===== config.mk =====
export PLATFORM = sky130hd
export DESIGN_NAME = hevc_nal_unit_splitter_core_flat
export DESIGN_NICKNAME = d
export VERILOG_FILES = /design/src/rtl/nalsp_pkg.sv /design/src/rtl/nalsp_in_if.sv /design/src/rtl/nalsp_out_if.sv /design/src/rtl/nalsp_fifo.sv /design/src/rtl/nalsp_front.sv /design/src/rtl/nalsp_back.sv /design/src/rtl/hevc_nal_unit_splitter_core.sv /design/src/flat_wrapper.sv
export SDC_FILE = /design/constraint.sdc
export NUM_CORES = 1
export LEC_CHECK = 0
export BUFFER_PORTS_ARGS = -buffer_cell sky130_fd_sc_hd__clkbuf_2
export CORE_MARGIN = 2
export CORE_UTILIZATION = 42
export DETAILED_ROUTE_END_ITERATION = 10
export PLACE_DENSITY = 0.64
export SLEW_MARGIN = 20
export SYNTH_ARGS = -nofsm -noshare
export SYNTH_HDL_FRONTEND = slang
export SYNTH_SLANG_ARGS = --single-unit

===== constraint.sdc =====
create_clock -name clk -period 16 [get_ports clk]
set_input_delay 1.6 -clock clk [delete_from_list [all_inputs] [get_ports clk]]
set_output_delay 1.6 -clock clk [all_outputs]
set_load 0.03 [all_outputs]

===== src/rtl/nalsp_pkg.sv =====
// Shared types and constants of the NAL unit splitter.
package nalsp_pkg;

  localparam int CNT_W       = 6;
  localparam int QUEUE_DEPTH = 4;
  localparam int PTR_W       = $clog2(QUEUE_DEPTH);

  localparam logic CMD_BYTE = 1'b0;
  localparam logic CMD_EOS  = 1'b1;

  localparam logic KIND_BYTE   = 1'b0;
  localparam logic KIND_RECORD = 1'b1;

  localparam logic REG_MAX_TEMPORAL = 1'b0;
  localparam logic REG_LAYER_LIMIT  = 1'b1;

  localparam logic [7:0] START_BYTE = 8'h01;

  typedef enum logic [1:0] {
    PH_HUNT,
    PH_HDR0,
    PH_HDR1,
    PH_PAY
  } phase_t;

  typedef enum logic [1:0] {
    OP_PAYLOAD,
    OP_RECORD,
    OP_HEADER
  } op_t;

  // One queued job: nzero zeros, then a payload byte, a record or the header.
  typedef struct packed {
    op_t              op;
    logic [CNT_W-1:0] nzero;
    logic [7:0]       data;
    logic             ovf;
    logic [31:0]      size;
    logic [5:0]       nal_type;
    logic [5:0]       layer;
    logic [2:0]       temporal;
    logic [7:0]       zeros;
  } entry_t;

  typedef struct packed {
    logic [2:0] max_temporal;
    logic [2:0] layer_limit;
  } cfg_t;

endpackage


===== src/rtl/nalsp_in_if.sv =====
// Input channel: stream bytes and end-of-stream commands.
interface nalsp_in_if;
  logic       valid;
  logic       ready;
  logic       cmd;
  logic [7:0] in_byte;

  modport source (output valid, output cmd, output in_byte, input ready);
  modport sink (input valid, input cmd, input in_byte, output ready);
endinterface


===== src/rtl/nalsp_out_if.sv =====
// Output channel: routed bytes and finished NAL records.
interface nalsp_out_if;
  logic        valid;
  logic        ready;
  logic        kind;
  logic [7:0]  out_byte;
  logic        keep;
  logic [5:0]  layer;
  logic [2:0]  temporal_plus1;
  logic [5:0]  nal_type;
  logic [7:0]  prefix_zeros;
  logic [31:0] nal_size;
  logic        zero_overflow;
  logic        last;

  modport source (output valid, output kind, output out_byte, output keep, output layer,
                  output temporal_plus1, output nal_type, output prefix_zeros,
                  output nal_size, output zero_overflow, output last, input ready);
  modport sink (input valid, input kind, input out_byte, input keep, input layer,
                input temporal_plus1, input nal_type, input prefix_zeros,
                input nal_size, input zero_overflow, input last, output ready);
endinterface


===== src/rtl/nalsp_fifo.sv =====
// Short job queue between the parser front and the emitter back.
module nalsp_fifo
  import nalsp_pkg::*;
(
  input  logic   clk,
  input  logic   rst,
  input  logic   push,
  input  entry_t push_data,
  output logic   full,
  input  logic   pop,
  output logic   head_valid,
  output entry_t head
);

  entry_t           mem [QUEUE_DEPTH];
  logic [PTR_W-1:0] wr_ptr;
  logic [PTR_W-1:0] rd_ptr;
  logic [PTR_W:0]   count;

  assign full       = (count == (PTR_W+1)'(QUEUE_DEPTH));
  assign head_valid = (count != '0);
  assign head       = mem[rd_ptr];

  always_ff @(posedge clk) begin
    if (push) begin
      mem[wr_ptr] <= push_data;
    end
  end

  always_ff @(posedge clk) begin
    if (rst) begin
      wr_ptr <= '0;
      rd_ptr <= '0;
      count  <= '0;
    end else begin
      if (push) begin
        wr_ptr <= wr_ptr + 1'b1;
      end
      if (pop) begin
        rd_ptr <= rd_ptr + 1'b1;
      end
      case ({push, pop})
        2'b10:   count <= count + 1'b1;
        2'b01:   count <= count - 1'b1;
        default: count <= count;
      endcase
    end
  end

  a_no_push_full: assert property (@(posedge clk) disable iff (rst) full |-> !push)
    else $error("job pushed into a full queue");
  a_no_pop_empty: assert property (@(posedge clk) disable iff (rst) pop |-> head_valid)
    else $error("job popped from an empty queue");

endmodule


===== src/rtl/nalsp_front.sv =====
// Parser front: start-code search, header capture, zero holding, job issue.
module nalsp_front
  import nalsp_pkg::*;
#(
  parameter int FLUSH_LIMIT = 63,
  parameter int SIZE_BITS   = 32
) (
  input  logic       clk,
  input  logic       rst,
  nalsp_in_if.sink   in_ch,
  input  logic       full,
  output logic       push,
  output entry_t     job
);

  phase_t               phase, phase_next;
  logic [7:0]           zero_run, zero_run_next;
  logic [7:0]           first_hdr, first_hdr_next;
  logic [5:0]           cur_type, cur_type_next;
  logic [5:0]           cur_layer, cur_layer_next;
  logic [2:0]           cur_temporal, cur_temporal_next;
  logic [7:0]           cur_zeros, cur_zeros_next;
  logic [SIZE_BITS-1:0] payload_count, payload_count_next;
  logic                 take;

  function automatic logic [SIZE_BITS-1:0] sat_add(input logic [SIZE_BITS-1:0] a,
                                                   input logic [CNT_W:0] k);
    logic [SIZE_BITS:0] s;
    s = {1'b0, a} + (SIZE_BITS+1)'(k);
    return s[SIZE_BITS] ? '1 : s[SIZE_BITS-1:0];
  endfunction

  assign in_ch.ready = !full;
  assign take        = in_ch.valid && !full;

  always_ff @(posedge clk) begin
    if (rst) begin
      phase         <= PH_HUNT;
      zero_run      <= '0;
      first_hdr     <= '0;
      cur_type      <= '0;
      cur_layer     <= '0;
      cur_temporal  <= '0;
      cur_zeros     <= '0;
      payload_count <= '0;
    end else begin
      phase         <= phase_next;
      zero_run      <= zero_run_next;
      first_hdr     <= first_hdr_next;
      cur_type      <= cur_type_next;
      cur_layer     <= cur_layer_next;
      cur_temporal  <= cur_temporal_next;
      cur_zeros     <= cur_zeros_next;
      payload_count <= payload_count_next;
    end
  end

  always_comb begin
    phase_next         = phase;
    zero_run_next      = zero_run;
    first_hdr_next     = first_hdr;
    cur_type_next      = cur_type;
    cur_layer_next     = cur_layer;
    cur_temporal_next  = cur_temporal;
    cur_zeros_next     = cur_zeros;
    payload_count_next = payload_count;
    push               = 1'b0;
    // jobs carry the NAL context as it stands when the job is issued
    job.op             = OP_PAYLOAD;
    job.nzero          = '0;
    job.data           = '0;
    job.ovf            = 1'b0;
    job.size           = '0;
    job.nal_type       = cur_type;
    job.layer          = cur_layer;
    job.temporal       = cur_temporal;
    job.zeros          = cur_zeros;

    if (take) begin
      if (in_ch.cmd == CMD_EOS) begin
        if (phase == PH_PAY) begin
          push      = 1'b1;
          job.op    = OP_RECORD;
          job.nzero = zero_run[CNT_W-1:0];
          job.size  = 32'(sat_add(payload_count, (CNT_W+1)'(zero_run)));
        end
        phase_next    = PH_HUNT;
        zero_run_next = '0;
      end else begin
        unique case (phase)
          PH_HUNT: begin
            if (in_ch.in_byte == START_BYTE && zero_run > 8'd1) begin
              cur_zeros_next = zero_run;
              zero_run_next  = '0;
              phase_next     = PH_HDR0;
            end else if (in_ch.in_byte == 8'h00) begin
              if (zero_run != 8'hff) begin
                zero_run_next = zero_run + 8'd1;
              end
            end else begin
              zero_run_next = '0;
            end
          end
          PH_HDR0: begin
            first_hdr_next = in_ch.in_byte;
            phase_next     = PH_HDR1;
          end
          PH_HDR1: begin
            cur_type_next      = first_hdr[6:1];
            cur_layer_next     = {first_hdr[0], in_ch.in_byte[7:3]};
            cur_temporal_next  = in_ch.in_byte[2:0];
            push               = 1'b1;
            job.op             = OP_HEADER;
            job.nzero          = (cur_zeros > 8'd3) ? CNT_W'(3) : cur_zeros[CNT_W-1:0];
            job.nal_type       = first_hdr[6:1];
            job.layer          = {first_hdr[0], in_ch.in_byte[7:3]};
            job.temporal       = in_ch.in_byte[2:0];
            payload_count_next = '0;
            zero_run_next      = '0;
            phase_next         = PH_PAY;
          end
          PH_PAY: begin
            if (in_ch.in_byte == 8'h00) begin
              if (zero_run >= 8'(FLUSH_LIMIT)) begin
                // held run is full: force the oldest zero out
                push               = 1'b1;
                job.ovf            = 1'b1;
                payload_count_next = sat_add(payload_count, (CNT_W+1)'(1));
              end else begin
                zero_run_next = zero_run + 8'd1;
              end
            end else if (in_ch.in_byte == START_BYTE && zero_run > 8'd1) begin
              push           = 1'b1;
              job.op         = OP_RECORD;
              job.size       = 32'(payload_count);
              cur_zeros_next = zero_run;
              zero_run_next  = '0;
              phase_next     = PH_HDR0;
            end else begin
              push               = 1'b1;
              job.nzero          = zero_run[CNT_W-1:0];
              job.data           = in_ch.in_byte;
              payload_count_next = sat_add(payload_count, (CNT_W+1)'(zero_run) + 1'b1);
              zero_run_next      = '0;
            end
          end
          default: phase_next = PH_HUNT;
        endcase
      end
    end
  end

  a_run_bounded: assert property (@(posedge clk) disable iff (rst)
    phase == PH_PAY |-> zero_run <= 8'(FLUSH_LIMIT))
    else $error("held zero run above flush limit");

endmodule


===== src/rtl/nalsp_back.sv =====
// Emitter back: expands queued jobs into result transactions.
module nalsp_back
  import nalsp_pkg::*;
(
  input  logic       clk,
  input  logic       rst,
  input  cfg_t       cfg,
  input  logic       head_valid,
  input  entry_t     head,
  output logic       pop,
  nalsp_out_if.source out_ch
);

  logic             out_valid;
  logic [CNT_W-1:0] cnt;
  logic [CNT_W:0]   last_idx;
  logic [CNT_W-1:0] off;
  logic             advance;
  logic             last_res;
  logic             in_zero;
  logic             rec;
  logic [7:0]       byte_val;
  logic             keep_val;

  assign last_idx = {1'b0, head.nzero} + ((head.op == OP_HEADER) ? (CNT_W+1)'(2) : '0);
  assign last_res = ({1'b0, cnt} == last_idx);
  assign in_zero  = (cnt < head.nzero);
  assign off      = cnt - head.nzero;
  assign rec      = (head.op == OP_RECORD) && !in_zero;
  assign advance  = head_valid && (!out_valid || out_ch.ready);
  assign pop      = advance && last_res;

  assign keep_val = ({3'b000, cfg.layer_limit} > head.layer) && (head.temporal != 3'd0) &&
                    (head.temporal <= cfg.max_temporal);

  always_comb begin
    byte_val = 8'h00;
    if (!in_zero) begin
      case (head.op)
        OP_PAYLOAD: byte_val = head.data;
        OP_HEADER: begin
          case (off[1:0])
            2'd0:    byte_val = START_BYTE;
            2'd1:    byte_val = {1'b0, head.nal_type, head.layer[5]};
            default: byte_val = {head.layer[4:0], head.temporal};
          endcase
        end
        default: byte_val = 8'h00;
      endcase
    end
  end

  always_ff @(posedge clk) begin
    if (rst) begin
      out_valid <= 1'b0;
      cnt       <= '0;
    end else if (advance) begin
      out_valid <= 1'b1;
      cnt       <= last_res ? '0 : cnt + 1'b1;
    end else if (out_ch.ready) begin
      out_valid <= 1'b0;
    end
  end

  always_ff @(posedge clk) begin
    if (advance) begin
      out_ch.kind           <= rec ? KIND_RECORD : KIND_BYTE;
      out_ch.out_byte       <= byte_val;
      out_ch.keep           <= keep_val;
      out_ch.layer          <= head.layer;
      out_ch.temporal_plus1 <= head.temporal;
      out_ch.nal_type       <= head.nal_type;
      out_ch.prefix_zeros   <= head.zeros;
      out_ch.nal_size       <= rec ? head.size : '0;
      out_ch.zero_overflow  <= !in_zero && head.op == OP_PAYLOAD && head.ovf;
      out_ch.last           <= last_res;
    end
  end

  assign out_ch.valid = out_valid;

  a_cnt_in_range: assert property (@(posedge clk) disable iff (rst)
    head_valid |-> {1'b0, cnt} <= last_idx)
    else $error("result index past end of job");
  a_job_held: assert property (@(posedge clk) disable iff (rst)
    cnt != '0 |-> head_valid)
    else $error("job vanished mid-expansion");

endmodule


===== src/rtl/hevc_nal_unit_splitter_core.sv =====
// Top level of the Annex B NAL unit splitter: config registers and part wiring.
//
// Usage: in_ch takes one transaction per stream byte (cmd = 0) or an end of
// stream (cmd = 1). out_ch gives tagged transactions: start-code, header and
// payload bytes (kind = 0) and one record per finished NAL (kind = 1); the
// final transaction caused by an input carries last = 1.
// A front part parses the stream and issues one job per input that causes
// results into a four-entry queue; a back part expands each job, one result
// per cycle while out_ch is not stalled, into a registered output stage.
// Throughput: one input per cycle while each input causes at most one result
// and out_ch is not stalled. An input that causes several results holds the
// back until all are out (a header causes up to six, a flushed zero run up to
// FLUSH_LIMIT + 1); the queue absorbs these bursts and in_ch.ready drops only
// when it fills. Each job is registered in the queue and its first result then
// in the output stage. Reset clears parser state, queue and output stage,
// and sets max_temporal to 6 and layer_limit to 7. A stalled out_ch holds its
// transaction and backs up into the queue, then into in_ch. Write the registers
// only while the block is idle.
module hevc_nal_unit_splitter_core
  import nalsp_pkg::*;
#(
  parameter int FLUSH_LIMIT = 63,
  parameter int SIZE_BITS   = 32
) (
  input  logic        clk,
  input  logic        rst,
  nalsp_in_if.sink    in_ch,
  nalsp_out_if.source out_ch,
  input  logic        psel,
  input  logic        penable,
  input  logic        pwrite,
  input  logic [2:0]  paddr,
  input  logic [31:0] pwdata,
  output logic [31:0] prdata,
  output logic        pready
);

  cfg_t   cfg;
  logic   cfg_wr;
  logic   push;
  logic   full;
  logic   pop;
  logic   head_valid;
  entry_t job;
  entry_t head;

  assign pready = 1'b1;
  assign cfg_wr = psel && penable && pwrite && pready;

  always_ff @(posedge clk) begin
    if (rst) begin
      cfg.max_temporal <= 3'd6;
      cfg.layer_limit  <= 3'd7;
    end else if (cfg_wr) begin
      unique case (paddr[2])
        REG_MAX_TEMPORAL: cfg.max_temporal <= pwdata[2:0];
        REG_LAYER_LIMIT:  cfg.layer_limit  <= pwdata[2:0];
        default:          cfg <= cfg;
      endcase
    end
  end

  always_comb begin
    unique case (paddr[2])
      REG_MAX_TEMPORAL: prdata = {29'd0, cfg.max_temporal};
      REG_LAYER_LIMIT:  prdata = {29'd0, cfg.layer_limit};
      default:          prdata = '0;
    endcase
  end

  nalsp_front #(
    .FLUSH_LIMIT(FLUSH_LIMIT),
    .SIZE_BITS  (SIZE_BITS)
  ) u_front (
    .clk  (clk),
    .rst  (rst),
    .in_ch(in_ch),
    .full (full),
    .push (push),
    .job  (job)
  );

  nalsp_fifo u_fifo (
    .clk       (clk),
    .rst       (rst),
    .push      (push),
    .push_data (job),
    .full      (full),
    .pop       (pop),
    .head_valid(head_valid),
    .head      (head)
  );

  nalsp_back u_back (
    .clk       (clk),
    .rst       (rst),
    .cfg       (cfg),
    .head_valid(head_valid),
    .head      (head),
    .pop       (pop),
    .out_ch    (out_ch)
  );

endmodule


===== src/flat_wrapper.sv =====
// flat-port wrapper written by rule: the top's interface ports become plain ports
module hevc_nal_unit_splitter_core_flat import nalsp_pkg::*;
#(
  parameter int FLUSH_LIMIT = 63,
  parameter int SIZE_BITS   = 32
)
  (clk, rst, psel, penable, pwrite, paddr, pwdata, prdata, pready, in_ch_valid, in_ch_cmd, in_ch_in_byte, in_ch_ready, out_ch_valid, out_ch_kind, out_ch_out_byte, out_ch_keep, out_ch_layer, out_ch_temporal_plus1, out_ch_nal_type, out_ch_prefix_zeros, out_ch_nal_size, out_ch_zero_overflow, out_ch_last, out_ch_ready);
  nalsp_in_if in_ch_i ();
  nalsp_out_if out_ch_i ();
  input  logic clk;
  input  logic rst;
  input  logic psel;
  input  logic penable;
  input  logic pwrite;
  input  logic [2:0] paddr;
  input  logic [31:0] pwdata;
  output logic [31:0] prdata;
  output logic pready;
  input wire logic [$bits(in_ch_i.valid)-1:0] in_ch_valid;
  input wire logic [$bits(in_ch_i.cmd)-1:0] in_ch_cmd;
  input wire logic [$bits(in_ch_i.in_byte)-1:0] in_ch_in_byte;
  output wire logic [$bits(in_ch_i.ready)-1:0] in_ch_ready;
  output wire logic [$bits(out_ch_i.valid)-1:0] out_ch_valid;
  output wire logic [$bits(out_ch_i.kind)-1:0] out_ch_kind;
  output wire logic [$bits(out_ch_i.out_byte)-1:0] out_ch_out_byte;
  output wire logic [$bits(out_ch_i.keep)-1:0] out_ch_keep;
  output wire logic [$bits(out_ch_i.layer)-1:0] out_ch_layer;
  output wire logic [$bits(out_ch_i.temporal_plus1)-1:0] out_ch_temporal_plus1;
  output wire logic [$bits(out_ch_i.nal_type)-1:0] out_ch_nal_type;
  output wire logic [$bits(out_ch_i.prefix_zeros)-1:0] out_ch_prefix_zeros;
  output wire logic [$bits(out_ch_i.nal_size)-1:0] out_ch_nal_size;
  output wire logic [$bits(out_ch_i.zero_overflow)-1:0] out_ch_zero_overflow;
  output wire logic [$bits(out_ch_i.last)-1:0] out_ch_last;
  input wire logic [$bits(out_ch_i.ready)-1:0] out_ch_ready;
  assign in_ch_i.valid = in_ch_valid;
  assign in_ch_i.cmd = in_ch_cmd;
  assign in_ch_i.in_byte = in_ch_in_byte;
  assign in_ch_ready = in_ch_i.ready;
  assign out_ch_valid = out_ch_i.valid;
  assign out_ch_kind = out_ch_i.kind;
  assign out_ch_out_byte = out_ch_i.out_byte;
  assign out_ch_keep = out_ch_i.keep;
  assign out_ch_layer = out_ch_i.layer;
  assign out_ch_temporal_plus1 = out_ch_i.temporal_plus1;
  assign out_ch_nal_type = out_ch_i.nal_type;
  assign out_ch_prefix_zeros = out_ch_i.prefix_zeros;
  assign out_ch_nal_size = out_ch_i.nal_size;
  assign out_ch_zero_overflow = out_ch_i.zero_overflow;
  assign out_ch_last = out_ch_i.last;
  assign out_ch_i.ready = out_ch_ready;
  hevc_nal_unit_splitter_core #(.FLUSH_LIMIT(FLUSH_LIMIT), .SIZE_BITS(SIZE_BITS)) u_core (.clk(clk), .rst(rst), .in_ch(in_ch_i), .out_ch(out_ch_i), .psel(psel), .penable(penable), .pwrite(pwrite), .paddr(paddr), .pwdata(pwdata), .prdata(prdata), .pready(pready));
endmodule

==> results of run 1 <==
-- logic make-up (layout without fill, tap and decap cells) --
kind of cell / Yosys count / after routing
DFF: 449 / 449
and+or+nand+nor: 444 / 444
AOI/OAI and AO/OA: 298 / 298
buffers and inverters: 161 / 234
muxes: 105 / 105
adders and majority gates: 46 / 46
xor gates and xnor gates: 44 / 44
other: 2 / 30
-- worst paths after layout --
check / startpoint / to / slack [ps] / cells past startpoint
worst max register to register: flip-flop / u_core.u_fifo.count[2]$_SDFFE_PP0P_ / 10790 / 14
worst min-delay path: u_core.u_front.first_hdr[3]$_SDFFE_PP0P_ / u_core.u_front.first_hdr[3]$_SDFFE_PP0P_ / 460 / 2
worst max-delay path: flip-flop / u_core.u_fifo.count[2]$_SDFFE_PP0P_ / 10790 / 14
worst min register to register: u_core.u_front.first_hdr[3]$_SDFFE_PP0P_ / u_core.u_front.first_hdr[3]$_SDFFE_PP0P_ / 460 / 2
-- metrics by stage --
stage	hold slack (ps)	setup WS (ps)	utilization (%)	power, mW
2_1_floorplan	434	9090	-	1.30
3_3_place_gp	440	10730	44.2	1.31
3_5_place_dp	451	10690	44.2	1.31
5_1_grt	485	10380	47.1	2.36
6_report	457	10790	47.1	2.29
4_1_cts	460	10670	47.1	2.31
-- worst register-to-register path, delay by kind of cell (launching register included) --
family,cells,cell delay [ps]
flip-flops,1,640
buffers and inverters,1,730
AO/OA/AOI/OAI,3,820
AND/OR/NAND/NOR,4,1090
multiplexers,1,500
adder cells (fa/ha/maj),4,1230
XOR/XNOR,1,140
-- placed cells by master, fill, tap and decap left out, drive strengths merged, types with 11 or more instances in the layout --
cell and n:
o211ai 13, a31oi 11, nor3 37, xor2 12
buf 17, and4 12, a21o 18, nand3 46
ha 42, o21ai 59, clkbuf 142, mux2 15
a22o 13, mux2i 18, nand2 84, clkinv 23
and3 22, o31ai 14, nand4 20, mux4 72
edfxtp 355, nor2 100, nor2b 47, xnor2 32
and2 34, nor4 11, inv 45, a21oi 79
dfxtp 94, conb 30
-- per-layer routing --
layer	vias to the layer above	global-route usage (%)
met2	412	31.5
li1	6014	-
met1	6592	25.6
met5	-	0
met3	79	2.75
met4	0	6.37
-- layout make-up --
cell class | instances | share of cell area [%]
clock buffer | 51 | 5.09
clock inverter | 32 | 1.05
inverter | 43 | 0.703
multi-input combinational | 967 | 32.4
sequential | 449 | 54.6
tap | 664 | 3.62
timing repair buffer | 108 | 2.54
-- registers in the layout, summed over array words and instances (netlist names), 3 cells and up, named ones only --
name	flops
u_core.u_back.out_ch.prefix_zeros	8
u_core.u_front.first_hdr	7
u_core.u_back.out_ch.nal_type	6
u_core.u_back.out_ch.out_byte	8
u_core.u_fifo.count	3
u_core.u_back.cnt	6
u_core.u_front.payload_count	32
u_core.cfg	6
u_core.u_back.out_ch.temporal_plus1	3
u_core.u_back.out_ch.layer	6
u_core.u_fifo.mem	288
u_core.u_front.cur_layer	6
u_core.u_front.cur_zeros	8
u_core.u_front.cur_temporal	3
u_core.u_back.out_ch.nal_size	32
u_core.u_front.cur_type	6
u_core.u_front.zero_run	8
-- power by group --
part | total [mW] | switching [mW] | internal (mW)
clock network | 1.00 | 0.454 | 0.550
logic | 0.0418 | 0.0327 | 0.00908
registers | 1.24 | 0.000948 | 1.24
total | 2.29 | 0.488 | 1.80
==> flow_metrics.py, run 1 <==
metrics = {
    "run_status": {
        "status": "completed",
    },
    "synthesis": {
        "synthSimpleGateAreaFrac_pct": 11.3,
        "synth_cells": 1549,
        "avgSynthCellArea_um2": 13.3,
        "synth.area.top_cells": "edfxtp_1, dfxtp_1, mux4_2",
        "synth_compound_area_share_pct": 9.68,
        "synth_top_family_by_area": "simple AND/OR/NAND/NOR gates",
        "yosys.cell_count.top_type": "edfxtp_1",
        "synth_top_flop_cell": "edfxtp_1",
        "synth_warnings": 0,
        "synth-adder-area-share_pct": 2.94,
        "synth_top_area_share_pct": 51.7,
        "synth-edff-count": 355,
        "yosysUniqueCellTypes": 84,
        "muxShareOfSynthArea_pct": 9.57,
        "seq_area_frac_synth_pct": 60.8,
        "ys_ff_latch": 449,
        "synthXorXnorAreaFrac_pct": 1.87,
        "synth_area_um2": 20600,
        "synth_top_area_cell": "edfxtp_1",
        "ys_top_cells_by_count": "edfxtp_1, nor2_1, dfxtp_1",
        "synth-async-reset-ratio_pct": 0,
    },
    "power": {
        "leakage_nw": 7.73,
        "peakVddDrop_mv": 0.0592,
        "power-per-cell-area_nw_per_um2": 99.7,
    },
    "drt": {
        "ant_nets": 0,
        "met2_length_um": 23200,
        "avgRoutedWirePerCell_um": 20.7,
        "dr.pass1.iters": 5,
        "met1_length_um": 21000,
        "first_iter_violations": 895,
        "wl_met3_um": 2430,
        "wl_um": 48000,
        "top_layer": "met4",
        "drc": 0,
        "vias": 13097,
        "vias_per_cell": 5.66,
    },
    "critical_path": {
        "crit_type": "reg2reg",
        "cp_data_required_time_ps": 16480,
        "worstSetupEndpointType": "flip-flop",
        "crit_path_frequent_cell": "ha_1",
        "max_stage_delay_ps": 730,
        "critPathSlowestCell": "buf_4",
        "crit_path_max_fanout": 52,
        "worst_setup_path_start_kind": "flip-flop",
        "critical_path.top_delay_family": "adder cells",
        "cp.arrival_ps": 5690,
        "crit_chain": "buf_4 -> mux4_2 -> nor2b_1 -> ha_1 -> ha_1 -> nand3b_1 -> o311a_1 -> a31oi_1 -> nor4b_4 -> ha_1 -> fa_1 -> xnor2_1 -> or3_1 -> a21oi_1",
        "path_buf_inv": 1,
    },
    "timing": {
        "fin_setup_tns_ps": 0,
        "drv_slew": 0,
        "finalSetupViolations": 0,
        "timing.fmax_mhz": 192,
        "fin_skew_ps": 23.7,
        "fin_crit_sh_pct": 32.6,
        "worst_slew_pin_slew_ps": 1140,
        "hold_violations": 0,
        "period_needed_ps": 5210,
        "slew_headroom_pct": 23.8,
        "rsz0062_at_grt": "no",
    },
    "final_layout": {
        "num_antenna_cells": 0,
        "num-fill-cells": 4247,
        "multi_input_area_um2": 7430,
        "ff_latch_area_um2": 12500,
        "syn2layout_area_growth_pct": 11.4,
        "drive_gt1_share_pct": 17.8,
        "final_nets": 1711,
        "stdcell_area_um2": 23000,
        "finalNonFillerCells": 2314,
    },
    "floorplan": {
        "core_um2": 48700,
        "die_y_um": 226,
        "die_area_um2": 50900,
        "initial_utilization_pct": 42.3,
        "dieWidth_um": 226,
        "rows": 81,
        "io_pins": 153,
    },
    "global_routing": {
        "antenna_found_initial": 0,
        "grt_max_degree": 63,
        "grt_usage_pct": 18.9,
        "grt_pass1_vias": 12772,
        "grt_overflow_total": 0,
        "grt_pass1_wl_um": 74100,
    },
    "clocking": {
        "clk_path_buf_depth": 3,
        "cts_sinks": 449,
        "cts_setup_buffers": 0,
        "htree_levels": 2,
        "clk_latency_ps": 570,
        "clk_pin_slew_ps": 60,
        "tritoncts": "built",
        "cts_buffers": 45,
        "post_cts_resized": 0,
        "cts-root-buf": "clkbuf_16",
        "holdBufCountCts": 0,
    },
    "flow_run": {
        "cap_violations": 0,
    },
    "placed_design": {
        "hpwl_um": 31000,
        "numPortBuffers": 91,
        "place_area_um2": 21600,
        "dp_cells": 2231,
        "gp_congestion": 0.895,
    },
    "worst_hold_path": {
        "holdCritPathClass": "reg2reg",
    },
}
No activity file was read; power rests on OpenSTA's default activity.
==> inputs of run 2 (changes only) <==
- PLACE_DENSITY: 0.64 -> 0.66
- clock period: 16 -> 4.48 ns (I/O delays scaled with it)
==> run 2 against run 1 <==
- hold slack got worse by 320 ps
- highest routed layer is now met5
- design area rose by 1.2%
- largest cell class unchanged
- fmax rose by 25%
- largest power group unchanged
- routed wire length rose by 0.35%
- via count rose by 1.3%
- sequential share of layout area fell by 0.63 points
==> flow_metrics.py, run 2 (synthesized netlist as in run 1, its figures left out) <==
metrics = {
    "global_routing": {
        "grt_max_degree": 65,
        "grt_pass1_vias": 12957,
        "grt_overflow_total": 0,
        "grt_usage_pct": 18.8,
        "antenna_found_initial": 2,
        "grt_pass1_wl_um": 73700,
    },
    "timing": {
        "timing.fmax_mhz": 240,
        "period_needed_ps": 4160,
        "slew_headroom_pct": 22.0,
        "fin_skew_ps": 22.2,
        "drv_slew": 0,
        "worst_slew_pin_slew_ps": 1160,
        "holdWs_ps": 133,
        "fin_crit_sh_pct": 92.9,
        "finalSetupViolations": 0,
        "fin_setup_tns_ps": 0,
        "rsz0062_at_grt": "no",
        "hold_violations": 0,
    },
    "final_layout": {
        "layout_commonest_cell": "edfxtp_1",
        "layout_common_cells": "edfxtp_1, nor2_1, dfxtp_1",
        "finalNonFillerCells": 2343,
        "num-fill-cells": 4227,
        "reg.largest.list": "u_core.u_fifo.mem (288), u_core.u_back.out_ch.nal_size (32), u_core.u_front.payload_count (32)",
        "ff_latch_area_um2": 12500,
        "largest_register_ffs": 288,
        "multi_input_area_um2": 7430,
        "final_nets": 1742,
        "top_register": "u_core.u_fifo.mem",
        "drive_gt1_share_pct": 18.8,
        "syn2layout_area_growth_pct": 12.7,
        "stdcell_area_um2": 23200,
    },
    "critical_path": {
        "max_stage_delay_ps": 540,
        "cp.arrival_ps": 4650,
        "cp_data_required_time_ps": 4960,
        "crit_chain": "mux4_2 -> nor2b_1 -> ha_1 -> ha_1 -> nor3b_1 -> o211ai_1 -> o311a_1 -> a31oi_1 -> nor4b_4 -> ha_1 -> fa_1 -> xnor2_1 -> or3_1 -> a21oi_1",
        "crit_path_frequent_cell": "ha_1",
        "path_buf_inv": 0,
        "worstSetupEndpointType": "flip-flop",
        "r2r_cells": 14,
        "crit_path_max_fanout": 6,
        "reg2reg_setup_slack_ps": 320,
        "crit_type": "reg2reg",
        "critPathSlowestCell": "mux4_2",
        "worst_setup_path_start_kind": "flip-flop",
        "rr_endpoint": "u_core.u_fifo.count[2]$_SDFFE_PP0P_",
        "critical_path.top_delay_family": "adder cells",
    },
    "power": {
        "power-per-cell-area_nw_per_um2": 352,
        "power_mw": 8.18,
        "peakVddDrop_mv": 0.239,
        "leakage_nw": 7.92,
    },
    "floorplan": {
        "rows": 81,
        "core_um2": 48700,
        "die_y_um": 226,
        "dieWidth_um": 226,
        "die_area_um2": 50900,
        "initial_utilization_pct": 42.3,
        "io_pins": 153,
    },
    "clocking": {
        "clk_latency_ps": 560,
        "tritoncts": "built",
        "cts_setup_buffers": 0,
        "clk_pin_slew_ps": 60,
        "post_cts_resized": 0,
        "clk_path_buf_depth": 3,
        "cts-root-buf": "clkbuf_16",
        "htree_levels": 2,
        "cts_sinks": 449,
        "holdBufCountCts": 0,
        "cts_buffers": 44,
    },
    "worst_hold_path": {
        "min_from": "pwdata[2]",
        "whs_path_depth": 3,
        "hold_end": "u_core.cfg[2]$_SDFFE_PP1P_",
        "holdCritPathClass": "in2reg",
    },
    "placed_design": {
        "numPortBuffers": 91,
        "gp_congestion": 0.909,
        "dp_cells": 2263,
        "place_area_um2": 21800,
        "hpwl_um": 32500,
    },
    "drt": {
        "first_iter_violations": 1135,
        "dr.pass1.iters": 8,
        "vias_per_cell": 5.66,
        "ant_nets": 0,
        "wl_um": 48200,
        "vias": 13266,
        "drc": 0,
        "avgRoutedWirePerCell_um": 20.6,
    },
    "flow_run": {
        "cap_violations": 0,
    },
    "run_status": {
        "status": "completed",
    },
}
==> run 2: report_power, final <==
part | switching [mW] | total (mW) | leakage (nW) | internal, mW
logic | 0.120 | 0.156 | 3.23 | 0.0355
clock network | 1.53 | 3.58 | 0.677 | 2.05
registers | 0.00341 | 4.44 | 4.01 | 4.44
==> run 2: worst max-delay path by stage <==
stage | start | end | slack, ps | depth (start not counted)
detailed placement | flip-flop | u_core.u_fifo.count[2]$_SDFFE_PP0P_ | 300 | 14
global placement | flip-flop | u_core.u_fifo.count[2]$_SDFFE_PP0P_ | 440 | 14
global route | flip-flop | u_core.u_fifo.count[2]$_SDFFE_PP0P_ | 40 | 14
floorplan | u_core.u_back.out_ch.valid$_SDFFE_PP0P_ | u_core.u_fifo.count[2]$_SDFFE_PP0P_ | 340 | 7
CTS | flip-flop | u_core.u_fifo.count[2]$_SDFFE_PP0P_ | 300 | 14
finish | flip-flop | u_core.u_fifo.count[2]$_SDFFE_PP0P_ | 320 | 14
==> run 2: layout make-up <==
type                    instances  area share [%]
well taps                     664            3.58
diodes                          1          0.0108
clock inverters                16           0.608
clock buffers                  63            5.36
repair buffers                140            3.76
multi-input cells             967            32.0
flip-flops and latches        449            54.0
inverters                      43           0.695
==> run 2: metal layers <==
metal	up-vias	GRT usage, %	wire, µm
li1	6058	-	-
met2	444	31.1	23200
met1	6675	25.6	20800
met4	2	5.98	1300
met3	87	2.81	2860
met5	-	0	12
==> run 2: stage by stage <==
stage | setup slack (ps) | utilization (%)
after floorplan | 342 | -
after global placement | 441 | 44.8
after detailed placement | 305 | 44.8
after CTS | 297 | 47.7
after global routing | 40.6 | 47.7
final | 316 | 47.7
==> run 2: worst register-to-register path: stages, from the launching register on <==
cell      delay [ps]
dfxtp_4          360
mux4_2           540
nor2b_1          480
ha_1             320
ha_1             250
nor3b_1          200
o211ai_1         120
o311a_1          140
a31oi_1          290
nor4b_4          120
ha_1             260
fa_1             390
xnor2_1          150
or3_1            310
a21oi_1          160
==> inputs of run 3 (changes only) <==
- ABC_CLOCK_PERIOD_IN_PS: not set -> 4480
- PLACE_DENSITY: 0.66 -> 0.68
==> run 3 against run 2 <==
- sequential power barely moved
- fmax decreased by 0.53%
- global-route usage about the same
- critical path depth down 1
- via count down 0.94%
- register-to-register slack lost 20 ps
- design area increased by 0.51%
- total power grew 3.4%
- final cell count is essentially flat
- non-clock buffer count down 6
- routed wire length down 1.2%
- critical path type unchanged
- critical endpoint unchanged
- highest routed layer unchanged
==> flow_metrics.py, run 3 (synthesized netlist as in run 1, its figures left out) <==
metrics = {
    "timing": {
        "holdWs_ps": 115,
        "finalSetupViolations": 0,
        "period_needed_ps": 4190,
        "fin_setup_tns_ps": 0,
        "drv_slew": 0,
        "rsz0062_at_grt": "no",
        "worst_slew_pin_slew_ps": 1110,
        "slew_headroom_pct": 25.9,
        "hold_violations": 0,
        "timing.fmax_mhz": 239,
        "fin_skew_ps": 32.8,
        "fin_crit_sh_pct": 93.4,
    },
    "critical_path": {
        "rr_endpoint": "u_core.u_fifo.count[2]$_SDFFE_PP0P_",
        "critical_path.top_delay_family": "adder cells",
        "crit_path_max_fanout": 24,
        "max_stage_delay_ps": 550,
        "reg2reg_setup_slack_ps": 290,
        "critPathSlowestCell": "dfxtp_4",
        "cp.arrival_ps": 4680,
        "r2r_cells": 13,
        "crit_path_frequent_cell": "ha_1",
        "crit_type": "reg2reg",
        "worst_setup_path_start_kind": "flip-flop",
        "crit_chain": "mux4_2 -> nor2b_1 -> ha_1 -> ha_1 -> nand3b_1 -> o311a_1 -> a31oi_1 -> nor4b_4 -> ha_1 -> fa_1 -> xnor2_1 -> or3_1 -> a21oi_1",
        "worstSetupEndpointType": "flip-flop",
        "cp_data_required_time_ps": 4970,
        "path_buf_inv": 0,
    },
    "worst_hold_path": {
        "holdCritPathClass": "in2reg",
        "min_from": "pwdata[0]",
        "hold_end": "u_core.cfg[0]$_SDFFE_PP1P_",
        "whs_path_depth": 3,
    },
    "clocking": {
        "clk_latency_ps": 580,
        "htree_levels": 2,
        "cts-root-buf": "clkbuf_16",
        "cts_buffers": 46,
        "holdBufCountCts": 0,
        "post_cts_resized": 0,
        "clk_path_buf_depth": 3,
        "clk_pin_slew_ps": 60,
        "cts_setup_buffers": 0,
        "tritoncts": "built",
        "cts_sinks": 449,
    },
    "placed_design": {
        "gp_congestion": 0.924,
        "hpwl_um": 32000,
        "numPortBuffers": 91,
    },
    "floorplan": {
        "initial_utilization_pct": 42.3,
        "rows": 81,
        "core_um2": 48700,
        "dieWidth_um": 226,
        "die_y_um": 226,
        "io_pins": 153,
        "die_area_um2": 50900,
    },
    "drt": {
        "first_iter_violations": 923,
        "drc": 0,
        "ant_nets": 0,
        "dr.pass1.iters": 5,
        "vias_per_cell": 5.61,
        "vias": 13141,
        "avgRoutedWirePerCell_um": 20.3,
        "wl_um": 47600,
    },
    "final_layout": {
        "top_register": "u_core.u_fifo.mem",
        "layout_commonest_cell": "edfxtp_1",
        "num-fill-cells": 4203,
        "syn2layout_area_growth_pct": 13.2,
        "final_nets": 1738,
        "largest_register_ffs": 288,
        "layout_common_cells": "edfxtp_1, nor2_1, dfxtp_1",
        "utilization_pct": 47.9,
        "drive_gt1_share_pct": 19.1,
        "reg.largest.list": "u_core.u_fifo.mem (288), u_core.u_back.out_ch.nal_size (32), u_core.u_front.payload_count (32)",
    },
    "power": {
        "leakage_nw": 7.95,
        "peakVddDrop_mv": 0.247,
        "power-per-cell-area_nw_per_um2": 362,
    },
    "flow_run": {
        "cap_violations": 0,
    },
    "global_routing": {
        "grt_pass1_vias": 13133,
        "antenna_found_initial": 2,
        "grt_pass1_wl_um": 74000,
        "grt_usage_pct": 18.7,
        "grt_overflow_total": 0,
        "grt_max_degree": 61,
    },
    "run_status": {
        "status": "completed",
    },
}
==> run 3: worst min-delay path: cells and delay by family <==
family | cells | cell delay (ps)
mux | 1 | 70
buf+inv | 1 | 90
simple gates | 1 | 60
==> run 3: metrics by stage <==
stage	setup slack [ps]	total power [mW]	instance area [µm²]	instances
after floorplan	342	4.66	20700	1577
after global placement	392	4.68	21800	2257
after detailed placement	354	4.69	21800	2257
after CTS	293	8.54	23400	2341
after global routing	24.8	8.70	23400	2342
final	294	8.46	23400	2342
==> run 3: cell type report <==
| class | count | area (µm²) | area share (%) |
|---|---|---|---|
| Sequential cell | 449 | 12500 | 53.7 |
| Multi-Input combinational cell | 967 | 7430 | 31.8 |
| Inverter | 43 | 161 | 0.691 |
| Clock buffer | 59 | 1230 | 5.27 |
| Clock inverter | 25 | 317 | 1.36 |
| Timing Repair Buffer | 134 | 828 | 3.55 |
| Tap cell | 664 | 831 | 3.56 |
| Antenna cell | 1 | 2.50 | 0.0107 |
==> run 3: how the worst max path moves through the flow <==
| stage | cells past startpoint | start | to | slack [ps] |
|---|---|---|---|---|
| after floorplan | 7 | u_core.u_back.out_ch.valid$_SDFFE_PP0P_ | u_core.u_fifo.count[2]$_SDFFE_PP0P_ | 340 |
| after global placement | 13 | flip-flop | u_core.u_fifo.count[2]$_SDFFE_PP0P_ | 390 |
| after detailed placement | 13 | flip-flop | u_core.u_fifo.count[2]$_SDFFE_PP0P_ | 350 |
| after CTS | 13 | flip-flop | u_core.u_fifo.count[2]$_SDFFE_PP0P_ | 290 |
| after global routing | 14 | flip-flop | u_core.u_fifo.count[2]$_SDFFE_PP0P_ | 20 |
| final | 13 | flip-flop | u_core.u_fifo.count[2]$_SDFFE_PP0P_ | 290 |
==> run 3: per-layer routing <==
layer	global-route usage, %	routed length (µm)	vias up
li1	-	-	6059
met1	24.9	20600	6593
met5	0	13	-
met3	2.33	2420	82
met4	5.79	1100	2
met2	32.1	23400	405
==> run 3: power by group <==
part / leakage [nW] / switching, mW / internal, mW
Clock: 0.738 / 1.60 / 2.25
Sequential: 4.01 / 0.00331 / 4.44
Combinational: 3.20 / 0.120 / 0.0351
